===== src/design/pte_ram.sv =====
// Generic single-port synchronous RAM with a registered read.
module pte_ram #(
	parameter int WIDTH = 8,
	parameter int DEPTH = 256
) (
	input  logic                     clk,
	input  logic                     we,
	input  logic [$clog2(DEPTH)-1:0] addr,
	input  logic [WIDTH-1:0]         wdata,
	output logic [WIDTH-1:0]         rdata
);

	logic [WIDTH-1:0] mem_q [DEPTH];
	logic [WIDTH-1:0] rdata_q;

	always_ff @(posedge clk) begin
		if (we) begin
			mem_q[addr] <= wdata;
		end
		rdata_q <= mem_q[addr];
	end

	assign rdata = rdata_q;

endmodule


===== config.mk =====
export PLATFORM = sky130hd
export DESIGN_NAME = pte_ram
export DESIGN_NICKNAME = d
export VERILOG_FILES = /design/src/design/pte_ram.sv
export SDC_FILE = /design/constraint.sdc
export NUM_CORES = 2
export LEC_CHECK = 0
export ABC_AREA = 1
export BUFFER_PORTS_ARGS = -buffer_cell sky130_fd_sc_hd__buf_2
export CAP_MARGIN = 20
export CELL_PAD_IN_SITES_DETAIL_PLACEMENT = 1
export CELL_PAD_IN_SITES_GLOBAL_PLACEMENT = 1
export CORE_ASPECT_RATIO = 1.75
export CORE_UTILIZATION = 25
export CTS_CLUSTER_SIZE = 25
export DETAILED_ROUTE_END_ITERATION = 8
export HOLD_SLACK_MARGIN = 0.06
export PLACE_DENSITY = 0.51
export SLEW_MARGIN = 25
export SYNTH_ARGS = -nofsm -noshare
export SYNTH_HDL_FRONTEND = slang
export SYNTH_SLANG_ARGS = --single-unit
export TNS_END_PERCENT = 5

===== constraint.sdc =====
create_clock -name clk -period 4.7 [get_ports clk]
set_input_delay 0.94 -clock clk [delete_from_list [all_inputs] [get_ports clk]]
set_output_delay 0.94 -clock clk [all_outputs]
set_load 0.02 [all_outputs]

==> results.txt <==
status = complete, no violations
sequential-to-total area share from yosys stat = 72.66%
largest net degree at the start of global routing = 134
antenna violations before repair = 6
Post-Synthesis Cell Area = 84860 um^2
Setup crit start kind = input port
total global routing track utilization = 17.28%
Final Critical Period = 3137 ps
global route overflow = 0
clk root buf = clkbuf_16
worst r2r dst = rdata[6]
nets = 8173
worst vdd ir = 0.2373 mV
Reg2Reg Launch Point = mem_q[22][6]
leakage = 38.10 nW
# H-tree levels = 4
Post-Route Setup TNS = 0 ps
Worst-Margin Slew = 1064 ps
Synth Flop Type = edfxtp_1
class of the worst hold path = input port to register
Routed WL = 300100 um
Hold Violations, Final = 0
Setup Crit Path Kind = input port to register
Post-CTS Setup Inserts = 0
max cap viols = 0
initial DRC count = 2882
clock transition at the registers of the reported paths = 70 ps
row count = 282
FF+latch count, synth = 2056
cts repair resizes = 0
Placed Area = 91910 um^2
relative slew slack = 29.08%
Max Fanout on Critical Path = 97
Critical path origin = addr[0]
wire per inst = 23.64 um
starting density of the core = 25.16%
final std cells w/o fill = 12.70k
CP required = 5450 ps
Core Footprint = 337300 um^2
Top Ports = 26
cell taking the most area after synthesis = edfxtp_1
CTS tree = done
largest cells by area after synthesis = edfxtp_1 (72%), nand2_1 (21%), nor2_1 (1.6%)
Die Ht = 772.7 um
cts-stage hold buffer count = 0
vias post-DR = 56.40k
Crit. End Element = register
DP Cell Count = 12.36k
layout cells sized above 1 = 7.837%
clk buf depth = 4
first-pass GRT wire length = 431000 um
clock skew = 44.23 ps
Post-DRT Antenna Nets = 0
Post-synth EDFFs = 2048
PortBufs = 25
final core utilization = 29.10%
CP Data Arrival Time = 3890 ps
R2R setup slack = 2350 ps
via density per instance = 4.442
Synth Net Count = 8039
Clock Latency Late Sink = 880 ps
post-detail-place hpwl = 191500 um
CTS sink cnt = 2056
synth warn = 0
top cells by count, synth = nand2_1 (4770), edfxtp_1 (2048), nor2_1 (361)
Min Hold Slack = 519.3 ps
Final period util = 66.74%
DRC viols = 0
syn_area_per_cell = 10.58 um^2
synthesis-to-finish area growth = 15.69%
fin area = 98170 um^2
synthesized instance count = 8021
fmax = 318.8 MHz
Worst Setup EP = rdata[6]
Num CTS Buffers = 193
vias in the first global route = 60.46k
Netlist cell types = 18
ys async rst share = 0%
First-pass DRT Iterations = 5
setup repair after global routing missed its margin = false
Final GP Congestion = 0.8204
final setup fails = 0
pwr dens = 396.9 nW/um^2
most frequent cell after synthesis = nand2_1
area of the die = 341900 um^2
chip width = 442.4 um
Synth top area share = 72.47%
FF-to-FF path depth = 12
Slew Limit Fails = 0
==> worst min-delay path by stage <==
stage                  start             to  slack (ps)  cells past startpoint
2_1_floorplan  mem_q[106][0]       rdata[0]         790                     10
3_3_place_gp   mem_q[170][3]       rdata[3]         950                     10
3_5_place_dp   mem_q[171][3]       rdata[3]         920                     10
4_1_cts             wdata[0]  mem_q[133][0]         490                      1
5_1_grt             wdata[0]  mem_q[132][0]         510                      1
6_report            wdata[0]  mem_q[133][0]         520                      1
==> registers in the layout (all words and copies together), names as in the netlist <==
| name | flops |
|---|---|
| mem_q | 2048 |
| rdata | 8 |
==> worst max-delay path: stages <==
cell and delay, ps:
buf_8 310, inv_8 170, buf_12 260, nand2_1 140, nand2_1 60, nand2_1 50, nand2_1 110, nand2_1 100
nand2_1 220, o21ai_1 260, nand2_1 220, nor2_1 290, nor2_1 70, nor2_1 360, nand2_1 80
==> per-layer routing <==
layer / global-route usage [%] / wire length (um) / share of wire, %
met1: 18.04 / 111200 / 37
met2: 34.17 / 166300 / 55
met3: 1.576 / 7201 / 2.4
met4: 8.235 / 15410 / 5.1
met5: 0 / 12 / 0.0040
==> per-stage QoR <==
| stage | total power [mW] | worst slack [ps] |
|---|---|---|
| after floorplan | 21.78 | 1920 |
| after global placement | 23.18 | 689.2 |
| after detailed placement | 23.19 | 732.9 |
| after CTS | 39.47 | 1673 |
| after global routing | 40.06 | 1494 |
| final | 38.96 | 1563 |
==> kinds of logic (layout without fill, tap and decap cells) <==
kind of cell | count (synthesis) | count (layout) | share of synthesized area [%]
buffers and inverters | 452 | 725 | 2.362
and+or+nand+nor | 5321 | 5321 | 23.84
DFF | 2056 | 2056 | 72.66
AOI/OAI and AO/OA | 192 | 192 | 1.132
other | 0 | 1 | 0
==> final cells by class <==
type / count / area (um^2)
multi-input cells: 5513 / 21250
clock buffers: 222 / 5024
fillers: 37780 / 239100
well taps: 4402 / 5508
clock inverters: 112 / 1240
flip-flops and latches: 2056 / 61660
inverters: 35 / 165.2
diodes: 1 / 2.502
repair buffers: 356 / 3323
==> power by group <==
| group | leakage [nW] | internal [mW] | switching (mW) |
|---|---|---|---|
| Clock | 3.06 | 9.11 | 7.14 |
| Sequential | 18.5 | 20.2 | 0.0317 |
| Combinational | 16.6 | 0.530 | 1.95 |
==> cells in the final DEF (no fill, tap or decap) <==
master and count:
inv_1 29, buf_2 15, inv_8 1, o21ai_0 41, diode_2 1, nor2_8 1, clkinv_2 33, bufinv_16 27
inv_6 3, nor2_1 356, inv_2 1, inv_16 1, nor2_4 5, nand3_1 188, nand2_4 1, buf_8 10
clkinv_4 5, edfxtp_1 2048, inv_4 2, o21ai_1 119, nand2_2 8, dfxtp_1 8, clkbuf_1 25, clkinv_1 36
a21oi_1 32, buf_4 282, buf_12 49, clkbuf_16 197, clkinvlp_4 9, nand2_1 4762
(Power assumes the default switching activity.)
